`config.mk`:
```
export PLATFORM = sky130hd
export DESIGN_NAME = bcomp_cfg_regs_flat
export DESIGN_NICKNAME = d
export VERILOG_FILES = /design/src/hw/rtl/bcomp_pkg.sv /design/src/hw/rtl/bcomp_if.sv /design/src/hw/rtl/bcomp_cfg_regs.sv /design/src/flat_wrapper.sv
export SDC_FILE = /design/constraint.sdc
export NUM_CORES = 1
export LEC_CHECK = 0
export ABC_AREA = 1
export CAP_MARGIN = 10
export CORE_MARGIN = 3
export CORE_UTILIZATION = 55
export CTS_BUF_LIST = sky130_fd_sc_hd__clkbuf_16
export DETAILED_ROUTE_END_ITERATION = 12
export DONT_BUFFER_PORTS = 1
export PLACE_DENSITY = 0.72
export SLEW_MARGIN = 30
export SYNTH_ARGS = -nofsm -noshare
export SYNTH_HDL_FRONTEND = slang
export SYNTH_SLANG_ARGS = --single-unit
```
`constraint.sdc`:
```
create_clock -name clk -period 1.46 [get_ports clk]
set_input_delay 0.365 -clock clk [delete_from_list [all_inputs] [get_ports clk]]
set_output_delay 0.365 -clock clk [all_outputs]
set_load 0.01 [all_outputs]
```
`src/hw/rtl/bcomp_pkg.sv`:
```
package bcomp_pkg;

  // pipeline depth: 1 prepare, 5 divide, 11 polynomial
  localparam int NSTG     = 17;
  localparam int DIV_STG  = 5;
  localparam int DIV_STEP = 7;
  localparam int NUM_W    = 35;   // dividend width, DIV_STG * DIV_STEP
  localparam int MAG_W    = 30;   // magnitude of a scaled sample

  localparam logic signed [31:0] Q32_MAX = 32'sh7fff_ffff;
  localparam logic signed [31:0] Q32_MIN = 32'sh8000_0000;
  localparam logic [2:0]         P_SEL_RST = 3'd7;
  localparam logic [2:0]         T_SEL_RST = 3'd0;

  typedef enum logic [2:0] {
    REG_CALIB_A = 3'd0,
    REG_CALIB_B = 3'd1,
    REG_CALIB_C = 3'd2,
    REG_P_SEL   = 3'd3,
    REG_T_SEL   = 3'd4
  } reg_idx_t;

  typedef struct packed {
    logic [NSTG-1:0] ld;   // stage load enables, bit 0 is the entry stage
  } pipe_ctl_t;

  typedef struct packed {
    logic signed [11:0] c0;
    logic signed [11:0] c1;
    logic signed [19:0] c00;
    logic signed [19:0] c10;
    logic signed [15:0] c01;
    logic signed [15:0] c11;
    logic signed [15:0] c20;
    logic signed [15:0] c21;
    logic signed [15:0] c30;
  } coef_t;

  // Scale factors are (2^(sel+1)-1) * 2^19 for sel 0..3 and
  // (2^(sel+1)-1) * 2^13 for sel 4..7, so raw*2^24/k = (raw << shift) / d.
  function automatic logic [7:0] scale_div(input logic [2:0] sel);
    logic [8:0] p;
    p = 9'd1 << ({1'b0, sel} + 4'd1);
    return 8'(p - 9'd1);
  endfunction

  function automatic logic [3:0] scale_shift(input logic [2:0] sel);
    return sel[2] ? 4'd11 : 4'd5;
  endfunction

endpackage

```
`src/hw/rtl/bcomp_if.sv`:
```


interface bcomp_cfg_if;
  logic        valid;
  logic        ready;
  logic [2:0]  index;
  logic [47:0] data;
  modport source (output valid, index, data, input ready);
  modport sink   (input valid, index, data, output ready);
endinterface

```
`src/hw/rtl/bcomp_cfg_regs.sv`:
```
module bcomp_cfg_regs (
  input  logic                clk,
  input  logic                rst_n,
  bcomp_cfg_if.sink           cfg,
  output bcomp_pkg::coef_t    coef,
  output logic [2:0]          p_sel,
  output logic [2:0]          t_sel
);

  logic [47:0] ca_r, cb_r, cc_r;
  logic [2:0]  psel_r, tsel_r;

  assign cfg.ready = 1'b1;

  // register writes
  always_ff @(posedge clk) begin
    if (!rst_n) begin
      ca_r   <= '0;
      cb_r   <= '0;
      cc_r   <= '0;
      psel_r <= bcomp_pkg::P_SEL_RST;
      tsel_r <= bcomp_pkg::T_SEL_RST;
    end else if (cfg.valid) begin
      case (bcomp_pkg::reg_idx_t'(cfg.index))
        bcomp_pkg::REG_CALIB_A: ca_r   <= cfg.data;
        bcomp_pkg::REG_CALIB_B: cb_r   <= cfg.data;
        bcomp_pkg::REG_CALIB_C: cc_r   <= cfg.data;
        bcomp_pkg::REG_P_SEL:   psel_r <= cfg.data[2:0];
        bcomp_pkg::REG_T_SEL:   tsel_r <= cfg.data[2:0];
        default: ;
      endcase
    end
  end

  // coefficient unpacking, byte 0 in the top bits
  assign coef.c0  = ca_r[47:36];
  assign coef.c1  = ca_r[35:24];
  assign coef.c00 = ca_r[23:4];
  assign coef.c10 = {ca_r[3:0], cb_r[47:32]};
  assign coef.c01 = cb_r[31:16];
  assign coef.c11 = cb_r[15:0];
  assign coef.c20 = cc_r[47:32];
  assign coef.c21 = cc_r[31:16];
  assign coef.c30 = cc_r[15:0];

  assign p_sel = psel_r;
  assign t_sel = tsel_r;

endmodule

```
`src/flat_wrapper.sv`:
```
// flat-port wrapper written by rule: the top's interface ports become plain ports
module bcomp_cfg_regs_flat 
  (clk, rst_n, coef, p_sel, t_sel, cfg_valid, cfg_index, cfg_data, cfg_ready);
  bcomp_cfg_if cfg_i ();
  input  logic clk;
  input  logic rst_n;
  output bcomp_pkg::coef_t coef;
  output logic [2:0] p_sel;
  output logic [2:0] t_sel;
  input wire logic [$bits(cfg_i.valid)-1:0] cfg_valid;
  input wire logic [$bits(cfg_i.index)-1:0] cfg_index;
  input wire logic [$bits(cfg_i.data)-1:0] cfg_data;
  output wire logic [$bits(cfg_i.ready)-1:0] cfg_ready;
  assign cfg_i.valid = cfg_valid;
  assign cfg_i.index = cfg_index;
  assign cfg_i.data = cfg_data;
  assign cfg_ready = cfg_i.ready;
  bcomp_cfg_regs u_core (.clk(clk), .rst_n(rst_n), .cfg(cfg_i), .coef(coef), .p_sel(p_sel), .t_sel(t_sel));
endmodule
```
Word-level counts from Yosys, hierarchy flattened

Index checks and enable logic that the tools add are counted.

Output and inout port bits: 151
Word-level logic and storage cells: 15
Bits of input ports: 54
Bits in registers: 150

Equality and inequality tests: 4
Reductions and logical operators: 6

Operator list:

| kind                                                             | number |
|---|---|
| 2-bit AND reduction                                              | 5 |
| 3-bit by 2-bit == test with 1-bit output (second input constant) | 2 |
| 3-bit by 1-bit == test with 1-bit output (second input constant) | 1 |
| 3-bit == test (second input constant)                            | 1 |
| 3-bit zero test                                                  | 1 |

Depth between registers and ports, before layout

Depth in word-level cells: 2
Mapped depth: 7
Gate-level depth less buffers: 5

Least setup slack after synthesis

OpenSTA, ideal clock, no wires.

Path type: input-to-reg
Start point: in cfg_valid
End point: reg u_core.cb_r[30]
Data required time: 1347 ps
Setup slack: 267 ps
Path buffers: 2
Library setup time: 113 ps
Stages: 7
Arrival: 1080 ps
Cell sequence: inv_1 -> nor2_1 -> buf_2 -> buf_2 -> nand3_1 -> nand2_1 -> nor2_1

Word-level cells in the longest chain between the ends: 1

RTL lines:

| item                          | line                 | RTL |
|---|---|---|
| start: declaration            | flat_wrapper.sv:10   | `input wire logic [$bits(cfg_i.valid)-1:0] cfg_valid;` |
| 2-bit AND reduction (no line) | --                   |  |
| end signal: assignment        | bcomp_cfg_regs.sv:26 | `bcomp_pkg::REG_CALIB_B: cb_r <= cfg.data;` |
| end: declaration              | bcomp_cfg_regs.sv:10 | `logic [47:0] ca_r, cb_r, cc_r;` |

Every way passes these cells.
A chain may end at the register's enable or synchronous reset.

Final worst setup path

Start point: reg u_core.cb_r[44]
End point: out coef[92] (netlist name)

RTL lines:

| item             | line              | RTL |
|---|---|---|
| end: declaration | flat_wrapper.sv:7 | `output bcomp_pkg::coef_t coef;` |

No word-level cell between the ends.

==> results.py <==
metrics = {
    "detailed_routing": {
        "detail-route-antenna-nets": 0,
        "vias": 5294,
        "drc": 0,
        "wirelength_um": 14900,
        "via_per_inst": 5.32,
        "avgRoutedWirePerCell_um": 15.0,
        "drt_iter0_markers": 597,
        "drt-pass1-iter-count": 5,
    },
    "critical_path": {
        "cp-end-kind": "output pin",
        "crit_fanout": 2,
        "arrival_ps": 850,
        "worstSetupPathType": "reg2out",
        "critPathRequiredTime_ps": 1100,
        "crit_cells": 0,
        "cp-start-kind": "register",
        "worst-r2r-cell-count": 2,
    },
    "floorplan": {
        "core_sq_mm": 0.0105,
        "rows": 37,
        "chipWidth_um": 111,
        "start_util_pct": 57.5,
        "num_io_pins": 205,
        "die_area_sq_mm": 0.0123,
        "fp.dieH_um": 111,
    },
    "timing": {
        "rsz0062_at_grt": "no",
        "maxSlewViolCount": 0,
        "min_period_ps": 1210,
        "finClkSkew_ps": 0,
        "final.period_utilization_pct": 83.1,
        "max_freq_mhz": 824,
        "fin_tns_setup_ps": 0,
        "hold_viol": 0,
        "finalSetupViolCount": 0,
    },
    "global_route": {
        "grt_pass1_wl_um": 24100,
        "grt_pass1_vias": 4859,
        "antenna_found_initial": 0,
        "grt_max_degree": 151,
        "grtUsageTotal_pct": 24.1,
        "overflow": 0,
    },
    "logic_synthesis": {
        "seq_area_frac_synth_pct": 49.7,
        "synth_edf_count": 0,
        "synthCells": 880,
        "synthArstFlopShare_pct": 0,
        "synthTopCellsByCount": "295 x nor2_1, 157 x nand2_1, 153 x nand3_1, 150 x dfxtp_1, 52 x inv_1",
        "ys_types": 14,
        "synth_area_leaders": "dfxtp_1 50%, nor2_1 18%, nand3_1 13%, nand2_1 9.8%, inv_1 3.2%",
        "yosys_warnings": 0,
        "synth_seq_cells": 150,
        "syn_area_sq_mm": 0.00604,
        "synth_top_area_cell": "dfxtp_1",
        "synth_top_cell_area_share_pct": 49.7,
        "synth_nets": 934,
        "synth.avg_cell_area_sq_um": 6.87,
        "yosys.cell_count.top_type": "nor2_1",
        "ys.flop_type": "dfxtp_1",
    },
    "status": {
        "status": "finished, final reports clean",
    },
    "clock_network": {
        "clk_pin_slew_worst_paths_ps": 60,
        "cts-root-buf": "clkbuf_16",
        "cts.sinks": 150,
        "cts_resized": 0,
        "cts_hold_buf": 0,
        "cts_tree": "built",
        "cts_inserted_buffers": 17,
        "clkLatencyLatePin_ps": 410,
        "h-tree-depth": 4,
        "cts_buffer_depth": 2,
        "postCtsSetupBuffers": 0,
    },
    "cells_and_area": {
        "nets": 901,
        "syn_to_final_growth_pct": 10.2,
        "fillers": 938,
        "num_antenna_cells": 0,
        "drive_above_1_share_pct": 5.35,
        "regArea_sq_mm": 0.00300,
        "finalNonFillerCells": 996,
        "multi_input_area_sq_mm": 0.00254,
    },
    "placement": {
        "post-place-cells": 964,
        "dp_hpwl_um": 10200,
        "place_congestion": 0.808,
        "port_buffers": 0,
    },
    "worst_hold_path": {
        "hp-class": "in2reg",
        "hold_depth": 2,
    },
    "pwr": {
        "power_density_mw_per_mm2": 1370,
        "p_leak_nw": 2.92,
        "irDropWorstVdd_uv": 841,
    },
    "flow_run": {
        "drv_cap": 0,
    },
}
area by class of cell:
cell class | count | area share, %
Sequential cell | 150 | 45.1
Multi-Input combinational cell | 612 | 38.2
Clock buffer | 17 | 6.39
Inverter | 54 | 3.04
Timing Repair Buffer | 12 | 2.86
Tap cell | 136 | 2.56
Clock inverter | 15 | 1.82
where the power goes:
group,internal [mW],total (mW),switching (mW)
sequential,4.24,4.42,0.177
clock,2.45,4.06,1.61
combinational,0.221,0.625,0.404
flip-flops by register name, summed over array words and instances, names as in the netlist:
| name | count |
|---|---|
| u_core.ca_r | 48 |
| u_core.cb_r | 48 |
| u_core.cc_r | 48 |
| u_core.p_sel | 3 |
| u_core.t_sel | 3 |
placed cells by master (no fill, tap or decap):
cell        netlist  final
inv_2             2      2
buf_12            0      8
buf_4            13      4
a21oi_1           3      3
nand3_1         153    153
clkinv_1          0      5
clkinv_2          0      4
clkbuf_16         0     17
dfxtp_1         150    150
inv_1            52     54
nor2_4            0      7
bufinv_16         0      2
nor2_1          295    291
clkinvlp_4        0      2
nand2_1         157    157
conb_1            1      1
cell families after synthesis:
family,synth area share (%)
simple gates,41.1
flops,49.7
other cells,0.0621
compound gates,0.248
buf+inv,8.93
worst reg2reg max path: stages (launching register included):
cell and delay [ps]:
dfxtp_1 360, nor2_1 150, nor2_1 60
stage by stage:
step	utilization [%]	cell area, sq um	setup slack, ps	power [mW]	hold slack (ps)
CTS	63.4	6660	229	9.15	38.1
global placement	58.1	6110	236	5.11	472
finish	63.4	6660	247	9.10	73.1
detailed placement	58.1	6110	189	5.13	476
floorplan	-	6040	267	5.01	489
global route	63.4	6660	221	9.45	51.5
routing by layer:
metal	part of all wire [%]	global-route usage, %	up-vias
li1	-	-	2638
met2	47	38.7	243
met4	2.7	10.9	0
met3	11	10.7	33
met1	39	27.8	2380
met5	0	0	-
worst paths after layout:
path / startpoint / slack (ps) / end
min: rst_n / 70 / u_core.cc_r[6]$_SDFFE_PN0P_
max reg2reg: u_core.ca_r[9]$_SDFFE_PN0P_ / 790 / u_core.ca_r[9]$_SDFFE_PN0P_
max: u_core.cb_r[44]$_SDFFE_PN0P_ / 250 / coef[92]
min reg2reg: u_core.p_sel[1]$_SDFFE_PN1P_ / 520 / u_core.p_sel[1]$_SDFFE_PN1P_
Note: power is estimated with default switching activity, not from simulation.
