[src/hw/rtl/bcomp_pkg.sv]
package bcomp_pkg;

  // pipeline depth: 1 prepare, 5 divide, 11 polynomial
  localparam int NSTG     = 17;
  localparam int DIV_STG  = 5;
  localparam int DIV_STEP = 7;
  localparam int NUM_W    = 35;   // dividend width, DIV_STG * DIV_STEP
  localparam int MAG_W    = 30;   // magnitude of a scaled sample

  localparam logic signed [31:0] Q32_MAX = 32'sh7fff_ffff;
  localparam logic signed [31:0] Q32_MIN = 32'sh8000_0000;
  localparam logic [2:0]         P_SEL_RST = 3'd7;
  localparam logic [2:0]         T_SEL_RST = 3'd0;

  typedef enum logic [2:0] {
    REG_CALIB_A = 3'd0,
    REG_CALIB_B = 3'd1,
    REG_CALIB_C = 3'd2,
    REG_P_SEL   = 3'd3,
    REG_T_SEL   = 3'd4
  } reg_idx_t;

  typedef struct packed {
    logic [NSTG-1:0] ld;   // stage load enables, bit 0 is the entry stage
  } pipe_ctl_t;

  typedef struct packed {
    logic signed [11:0] c0;
    logic signed [11:0] c1;
    logic signed [19:0] c00;
    logic signed [19:0] c10;
    logic signed [15:0] c01;
    logic signed [15:0] c11;
    logic signed [15:0] c20;
    logic signed [15:0] c21;
    logic signed [15:0] c30;
  } coef_t;

  // Scale factors are (2^(sel+1)-1) * 2^19 for sel 0..3 and
  // (2^(sel+1)-1) * 2^13 for sel 4..7, so raw*2^24/k = (raw << shift) / d.
  function automatic logic [7:0] scale_div(input logic [2:0] sel);
    logic [8:0] p;
    p = 9'd1 << ({1'b0, sel} + 4'd1);
    return 8'(p - 9'd1);
  endfunction

  function automatic logic [3:0] scale_shift(input logic [2:0] sel);
    return sel[2] ? 4'd11 : 4'd5;
  endfunction

endpackage

[src/hw/rtl/bcomp_scale.sv]
module bcomp_scale (
  input  logic                      clk,
  input  bcomp_pkg::pipe_ctl_t      ctl,
  input  logic [23:0]               raw_p,
  input  logic [23:0]               raw_t,
  input  logic [2:0]                p_sel,
  input  logic [2:0]                t_sel,
  output logic [bcomp_pkg::MAG_W-1:0] p_mag,
  output logic [bcomp_pkg::MAG_W-1:0] t_mag,
  output logic                      p_neg,
  output logic                      t_neg
);

  localparam int NW = bcomp_pkg::NUM_W;

  // lane 0 pressure, lane 1 temperature; index 0 is the entry stage
  logic [NW-1:0] wrk_r   [0:bcomp_pkg::DIV_STG][0:1];
  logic [7:0]    rem_r   [0:bcomp_pkg::DIV_STG][0:1];
  logic [7:0]    d_r     [0:bcomp_pkg::DIV_STG][0:1];
  logic          n_r     [0:bcomp_pkg::DIV_STG][0:1];
  logic [NW-1:0] wrk_nxt [1:bcomp_pkg::DIV_STG][0:1];
  logic [7:0]    rem_nxt [1:bcomp_pkg::DIV_STG][0:1];
  logic [NW-1:0] a_nxt   [0:1];
  logic [7:0]    d_nxt   [0:1];
  logic [23:0]   raw     [0:1];
  logic [2:0]    sel     [0:1];

  assign raw[0] = raw_p;
  assign raw[1] = raw_t;
  assign sel[0] = p_sel;
  assign sel[1] = t_sel;

  // entry: magnitude, shift and half-divisor for rounding
  always_comb begin
    logic [23:0] mag;
    for (int l = 0; l < 2; l++) begin
      mag      = raw[l][23] ? 24'(~raw[l] + 24'd1) : raw[l];
      d_nxt[l] = bcomp_pkg::scale_div(sel[l]);
      a_nxt[l] = ({11'd0, mag} << bcomp_pkg::scale_shift(sel[l]))
                 + {27'd0, 1'b0, d_nxt[l][7:1]};
    end
  end

  // restoring division, several quotient bits per stage
  always_comb begin
    logic [7:0]    rem_t;
    logic [NW-1:0] wrk_t;
    logic [8:0]    rem9;
    for (int l = 0; l < 2; l++) begin
      for (int k = 1; k <= bcomp_pkg::DIV_STG; k++) begin
        rem_t = rem_r[k-1][l];
        wrk_t = wrk_r[k-1][l];
        for (int j = 0; j < bcomp_pkg::DIV_STEP; j++) begin
          rem9  = {rem_t, wrk_t[NW-1]};
          wrk_t = {wrk_t[NW-2:0], 1'b0};
          if (rem9 >= {1'b0, d_r[k-1][l]}) begin
            rem9     = rem9 - {1'b0, d_r[k-1][l]};
            wrk_t[0] = 1'b1;
          end
          rem_t = rem9[7:0];
        end
        rem_nxt[k][l] = rem_t;
        wrk_nxt[k][l] = wrk_t;
      end
    end
  end

  always_ff @(posedge clk) begin
    for (int l = 0; l < 2; l++) begin
      if (ctl.ld[0]) begin
        wrk_r[0][l] <= a_nxt[l];
        rem_r[0][l] <= '0;
        d_r[0][l]   <= d_nxt[l];
        n_r[0][l]   <= raw[l][23];
      end
      for (int k = 1; k <= bcomp_pkg::DIV_STG; k++) begin
        if (ctl.ld[k]) begin
          wrk_r[k][l] <= wrk_nxt[k][l];
          rem_r[k][l] <= rem_nxt[k][l];
          d_r[k][l]   <= d_r[k-1][l];
          n_r[k][l]   <= n_r[k-1][l];
        end
      end
    end
  end

  assign p_mag = wrk_r[bcomp_pkg::DIV_STG][0][bcomp_pkg::MAG_W-1:0];
  assign t_mag = wrk_r[bcomp_pkg::DIV_STG][1][bcomp_pkg::MAG_W-1:0];
  assign p_neg = n_r[bcomp_pkg::DIV_STG][0];
  assign t_neg = n_r[bcomp_pkg::DIV_STG][1];

endmodule

[config.mk]
export PLATFORM = sky130hd
export DESIGN_NAME = bcomp_scale
export DESIGN_NICKNAME = d
export VERILOG_FILES = /design/src/hw/rtl/bcomp_pkg.sv /design/src/hw/rtl/bcomp_scale.sv
export SDC_FILE = /design/constraint.sdc
export NUM_CORES = 2
export LEC_CHECK = 0
export BUFFER_PORTS_ARGS = -buffer_cell sky130_fd_sc_hd__buf_2
export CAP_MARGIN = 25
export CORE_UTILIZATION = 60
export DETAILED_ROUTE_END_ITERATION = 10
export GPL_TIMING_DRIVEN = 1
export PLACE_DENSITY_LB_ADDON = 0.15
export REMOVE_ABC_BUFFERS = 1
export SLEW_MARGIN = 25
export SYNTH_ARGS = -nofsm -noshare
export SYNTH_HDL_FRONTEND = slang
export SYNTH_SLANG_ARGS = --single-unit
[constraint.sdc]
create_clock -name clk -period 21.2 [get_ports clk]
set_clock_uncertainty 0.1 [all_clocks]
set_input_delay 3.18 -clock clk [delete_from_list [all_inputs] [get_ports clk]]
set_output_delay 3.18 -clock clk [all_outputs]
set_load 0.005 [all_outputs]
After elaboration in Yosys (flattened, before gate mapping):

Memory sizes are Yosys's and may differ from the RTL's.
Cells that the tools add are included.

* add/sub/neg operators: 78
* mux-type cells: 156
* bitwise operators: 2
* shift-type cells: 4
* magnitude comparators: 70

Operator list (number)
* >= comparator 9 x 8 -> 1 bit: 70
* two-way mux 8 bit: 70
* subtractor 8 bit: 70
* two-way mux 1 bit: 82
* adder 35 x 7 -> 35 bit: 2
* << shifter 24 x 4 -> 35 bit: 2
* adder 24 x 1 -> 24 bit, second input constant: 2
* two-way mux 24 bit: 2
* NOT 24 bit: 2
* << shifter 1 x 4 -> 8 bit, first input constant: 2
* subtractor 8 x 1 -> 8 bit, second input constant: 2
* adder 3 x 1 -> 4 bit, second input constant: 2
* two-way mux 4 bit: 2

* memories kept: 4
* flip-flop bits (word level): 0
* input bits: 72
* RAM bits: 624
* word-level logic and storage cells: 314
* output and inout port bits: 62

Memories
* wrk_r: depth 6, bits a word 70, read ports 6, clocked after Yosys merged registers in 0, write ports 6, line bcomp_scale.sv:17 `logic [NW-1:0] wrk_r [0:bcomp_pkg::DIV_STG][0:1];`
* d_r: depth 6, bits a word 16, read ports 5, clocked after Yosys merged registers in 0, write ports 6, line bcomp_scale.sv:19 `logic [7:0] d_r [0:bcomp_pkg::DIV_STG][0:1];`
* rem_r: depth 6, bits a word 16, read ports 5, clocked after Yosys merged registers in 0, write ports 6, line bcomp_scale.sv:18 `logic [7:0] rem_r [0:bcomp_pkg::DIV_STG][0:1];`
* n_r: depth 6, bits a word 2, read ports 6, clocked after Yosys merged registers in 0, write ports 6, line bcomp_scale.sv:20 `logic n_r [0:bcomp_pkg::DIV_STG][0:1];`

Longest topological paths before layout:

An unclocked memory read counts as a cell.

* depth in word-level cells: 15
* mapped depth: 85
* mapped depth without buffers: 81

Worst setup path after synthesis:

Ideal clock, no wire load.

* path kind: flip-flop to flip-flop
* from: memory d_r[0][25] in the netlist's numbering
* to: memory rem_r[0][41] in the netlist's numbering (data pin)
* stages on the path, launching flop included: 82
* library setup time: 258 ps
* data required time: 20842 ps
* clock period less this slack: 16410 ps
* path buffers: 6
* setup slack: 4790 ps
* arrival time: 16052 ps
* cell sequence: edfxtp_1 -> inv_1 -> ha_1 -> o21ai_0 -> o2bb2ai_1 -> o211ai_1 -> nand2_1 -> o21ai_0 -> inv_1 -> ha_1 -> nor2b_1 -> o211ai_1 -> nand3_1 -> nand2_1 -> a21o_1 -> nand2_1 -> o21ai_0 -> inv_1 -> [... 46 more ...] -> nand2b_1 -> a21o_1 -> or3_1 -> clkbuf_1 -> clkbuf_1 -> a21oi_1 -> ha_1 -> a21o_1 -> a21o_1 -> a21o_1 -> a21o_1 -> a21o_1 -> a211o_1 -> a21oi_1 -> o21ai_1 -> or2_0 -> clkbuf_1 -> o221a_2

RTL lines (line)
* from (decl): bcomp_scale.sv:19
* to (decl): bcomp_scale.sv:18

==> flow_summary.yaml <==
hold_path:
  whs_path_depth: 0
  whs_endpoint: "wrk_r[3][15]"
  hold_class: "flip-flop to flip-flop"
  worstHoldStart: "wrk_r[2][8]"
place:
  dp.final_hpwl_um: 86900
  gp_congestion: 0.936
  dp_slack_ns: 1.49
  port_buffers: 122
  placedCellCount: 6069
sta:
  finalSetupTns_ns: 0
  max_freq_ghz: 0.0510
  tightest_slew_ns: 0.991
  period_share_pct: 92.5
  period_needed_ns: 19.60
  slew_violations: 0
  final-hold-violation-count: 0
  setup_violations: 0
  setup_slack_ns: 1.60
  rsz0062_at_grt: "no"
  slew_headroom_pct: 33.9
cts:
  clock_latency_ns: 0.63
  root_buffer: "clkbuf_16"
  clk_pin_slew_ns: 0.07
  cts_tree: "yes"
  numCtsBuffers: 57
  postCtsHoldBufs: 0
  h-tree-depth: 2
  clkSinkCount: 516
  clk_path_buf_depth: 3
job:
  cap_viol_max_count: 0
drt:
  first_iter_violations: 2290
  ant_nets: 0
  drc: 0
  viasPerCell: 5.98
  wire_per_inst_um: 17.8
  vias: 36900
  drt_wl_total_um: 110000
  drt-pass1-iter-count: 7
synth:
  synth_area_leaders: "edfxtp_1, ha_1, xnor2_1"
  yosysMostFrequentCell: "ha_1"
  ys_async_sr_fraction_pct: 0
  synth_area_leader_cell: "edfxtp_1"
  synth-edff-count: 516
  yosysTopAreaCellShare_pct: 32.6
  synth_cell_type_count: 98
  synth_flop_cell: "edfxtp_1"
  ys_ff_latch: 516
  synth.yosys.seq_area_share_pct: 32.6
  synthCells: 4947
  syn_avg_cell_area_um2: 9.61
  synth_common_cells: "ha_1, edfxtp_1, inv_1, nor2_1, o21ai_0"
  netlist_area_um2: 47500
  yosys_warnings: 0
finish:
  post-route-util_pct: 65.9
  final_cells: 6183
  nets: 5798
  drive_above_1_share_pct: 9.22
  area_delta_synth_final_pct: 7.96
grt:
  grt_max_degree: 78
  met3_usage_pct: 2.77
  grt_use_total_pct: 27.1
  antenna_found_initial: 5
  met2_usage_pct: 44.7
  top_usage_layer: "met2"
  grt_pass1_wl_um: 180000
  grt_use_met1_pct: 37.9
  grt_pass1_vias: 35000
  grt.overflow.total: 0
floorplanning:
  die_w_um: 283
  dieArea_um2: 80300
  start_util_pct: 61.0
  num_rows: 102
  ios: 134
  die_h_um: 283
  core_area_um2: 77800
worst_setup_path:
  reg2reg_setup_slack_ns: 1.60
  crit_type: "flip-flop to flip-flop"
  reg2reg_to: "rem_r[0][41]"
  cp_common_cell: "o21ai_0"
  slowest_stage: "edfxtp_1"
  required_ns: 21.48
  crit_fanout: 19
  timing.critical_path.to_type: "flip-flop"
  cp-startpoint: "d_r[0][25]"
  crit_buf_inv: 9
  r2r_cells: 75
  r2r_start: "d_r[0][25]"
  startpoint_type: "flip-flop"
  cp_slowest_stage_delay_ns: 0.72
  cp.arrival_ns: 19.88
  critical_path.top_delay_family: "compound AO/OA/AOI/OAI gates"
status:
  status: "finished, final reports clean"
-- layer usage --
layer	wire length (µm)	part of all wire, %
met4	2840	2.6
met3	5170	4.7
met1	51900	47
met5	38	0.035
met2	50200	46
-- per-stage QoR --
stage | hold slack, ns | area, µm²
after global routing | 0.310 | 51300
after detailed placement | 0.305 | 49300
final | 0.307 | 51300
after global placement | 0.300 | 49300
after CTS | 0.308 | 51300
after floorplan | 0.300 | 47300
-- layout by cell type (no fill, tap or decap), drive strengths merged, types with 59 or more instances in the layout --
cell type / n
ha: 566
edfxtp: 516
inv: 480
nor2: 354
o21ai: 319
nand2: 310
a21oi: 265
xnor2: 219
xor2: 167
mux2: 159
buf: 144
mux2i: 137
nor2b: 134
a21o: 133
nand3: 93
nand2b: 80
nand4: 79
nor3: 75
o21a: 69
fa: 68
clkbuf: 64
a21boi: 59
-- how the worst max path moves through the flow --
stage               slack (ns)  cells past startpoint           end
floorplan                 5.08                     75  rem_r[0][41]
global placement          1.82                     75  rem_r[0][41]
detailed placement        1.49                     75  rem_r[0][41]
CTS                       1.33                     75  rem_r[0][41]
global route              0.19                     75  rem_r[0][41]
finish                    1.60                     75  rem_r[0][41]
-- cells by family after synthesis --
logic type | after synthesis | synth area share, %
adder cells (fa/ha/maj) | 635 | 17.8
XOR/XNOR | 386 | 7.11
multiplexers | 296 | 6.73
buffers and inverters | 539 | 4.34
AND/OR/NAND/NOR | 1326 | 13.9
other | 2 | 0.0158
AO/OA/AOI/OAI | 1247 | 17.5
flip-flops | 516 | 32.6
-- flip-flops by register name, summed over array words and instances, names as in the netlist --
signal,count
wrk_r,362
rem_r,64
n_r,12
d_r,78
-- area by class of cell --
| type | count | area [µm²] |
|---|---|---|
| timing repair buffer | 144 | 791 |
| sequential | 516 | 15500 |
| antenna | 2 | 5.00 |
| fill | 6309 | 26500 |
| multi-input combinational | 3902 | 30000 |
| tap | 1040 | 1300 |
| inverter | 471 | 1770 |
| clock inverter | 44 | 460 |
| clock buffer | 64 | 1470 |
-- what timing repair did --
item                                    CTS  global route
hold endpoints to repair                  0             0
buffers inserted                          0             4
endpoints found under the setup margin    0             9
gates resized for setup                   0             1
-- worst reg2reg max path, delay by kind of cell (launching register included) --
| kind | cells | cell delay (ns) |
|---|---|---|
| AOI/OAI and AO/OA | 41 | 10.24 |
| and+or+nand+nor | 18 | 4.35 |
| adders and majority gates | 7 | 2.28 |
| buffers and inverters | 9 | 1.69 |
| DFF | 1 | 0.72 |
Power is not shown: default switching activity piles up to over one toggle a cycle in this logic, so the estimate is an artifact.
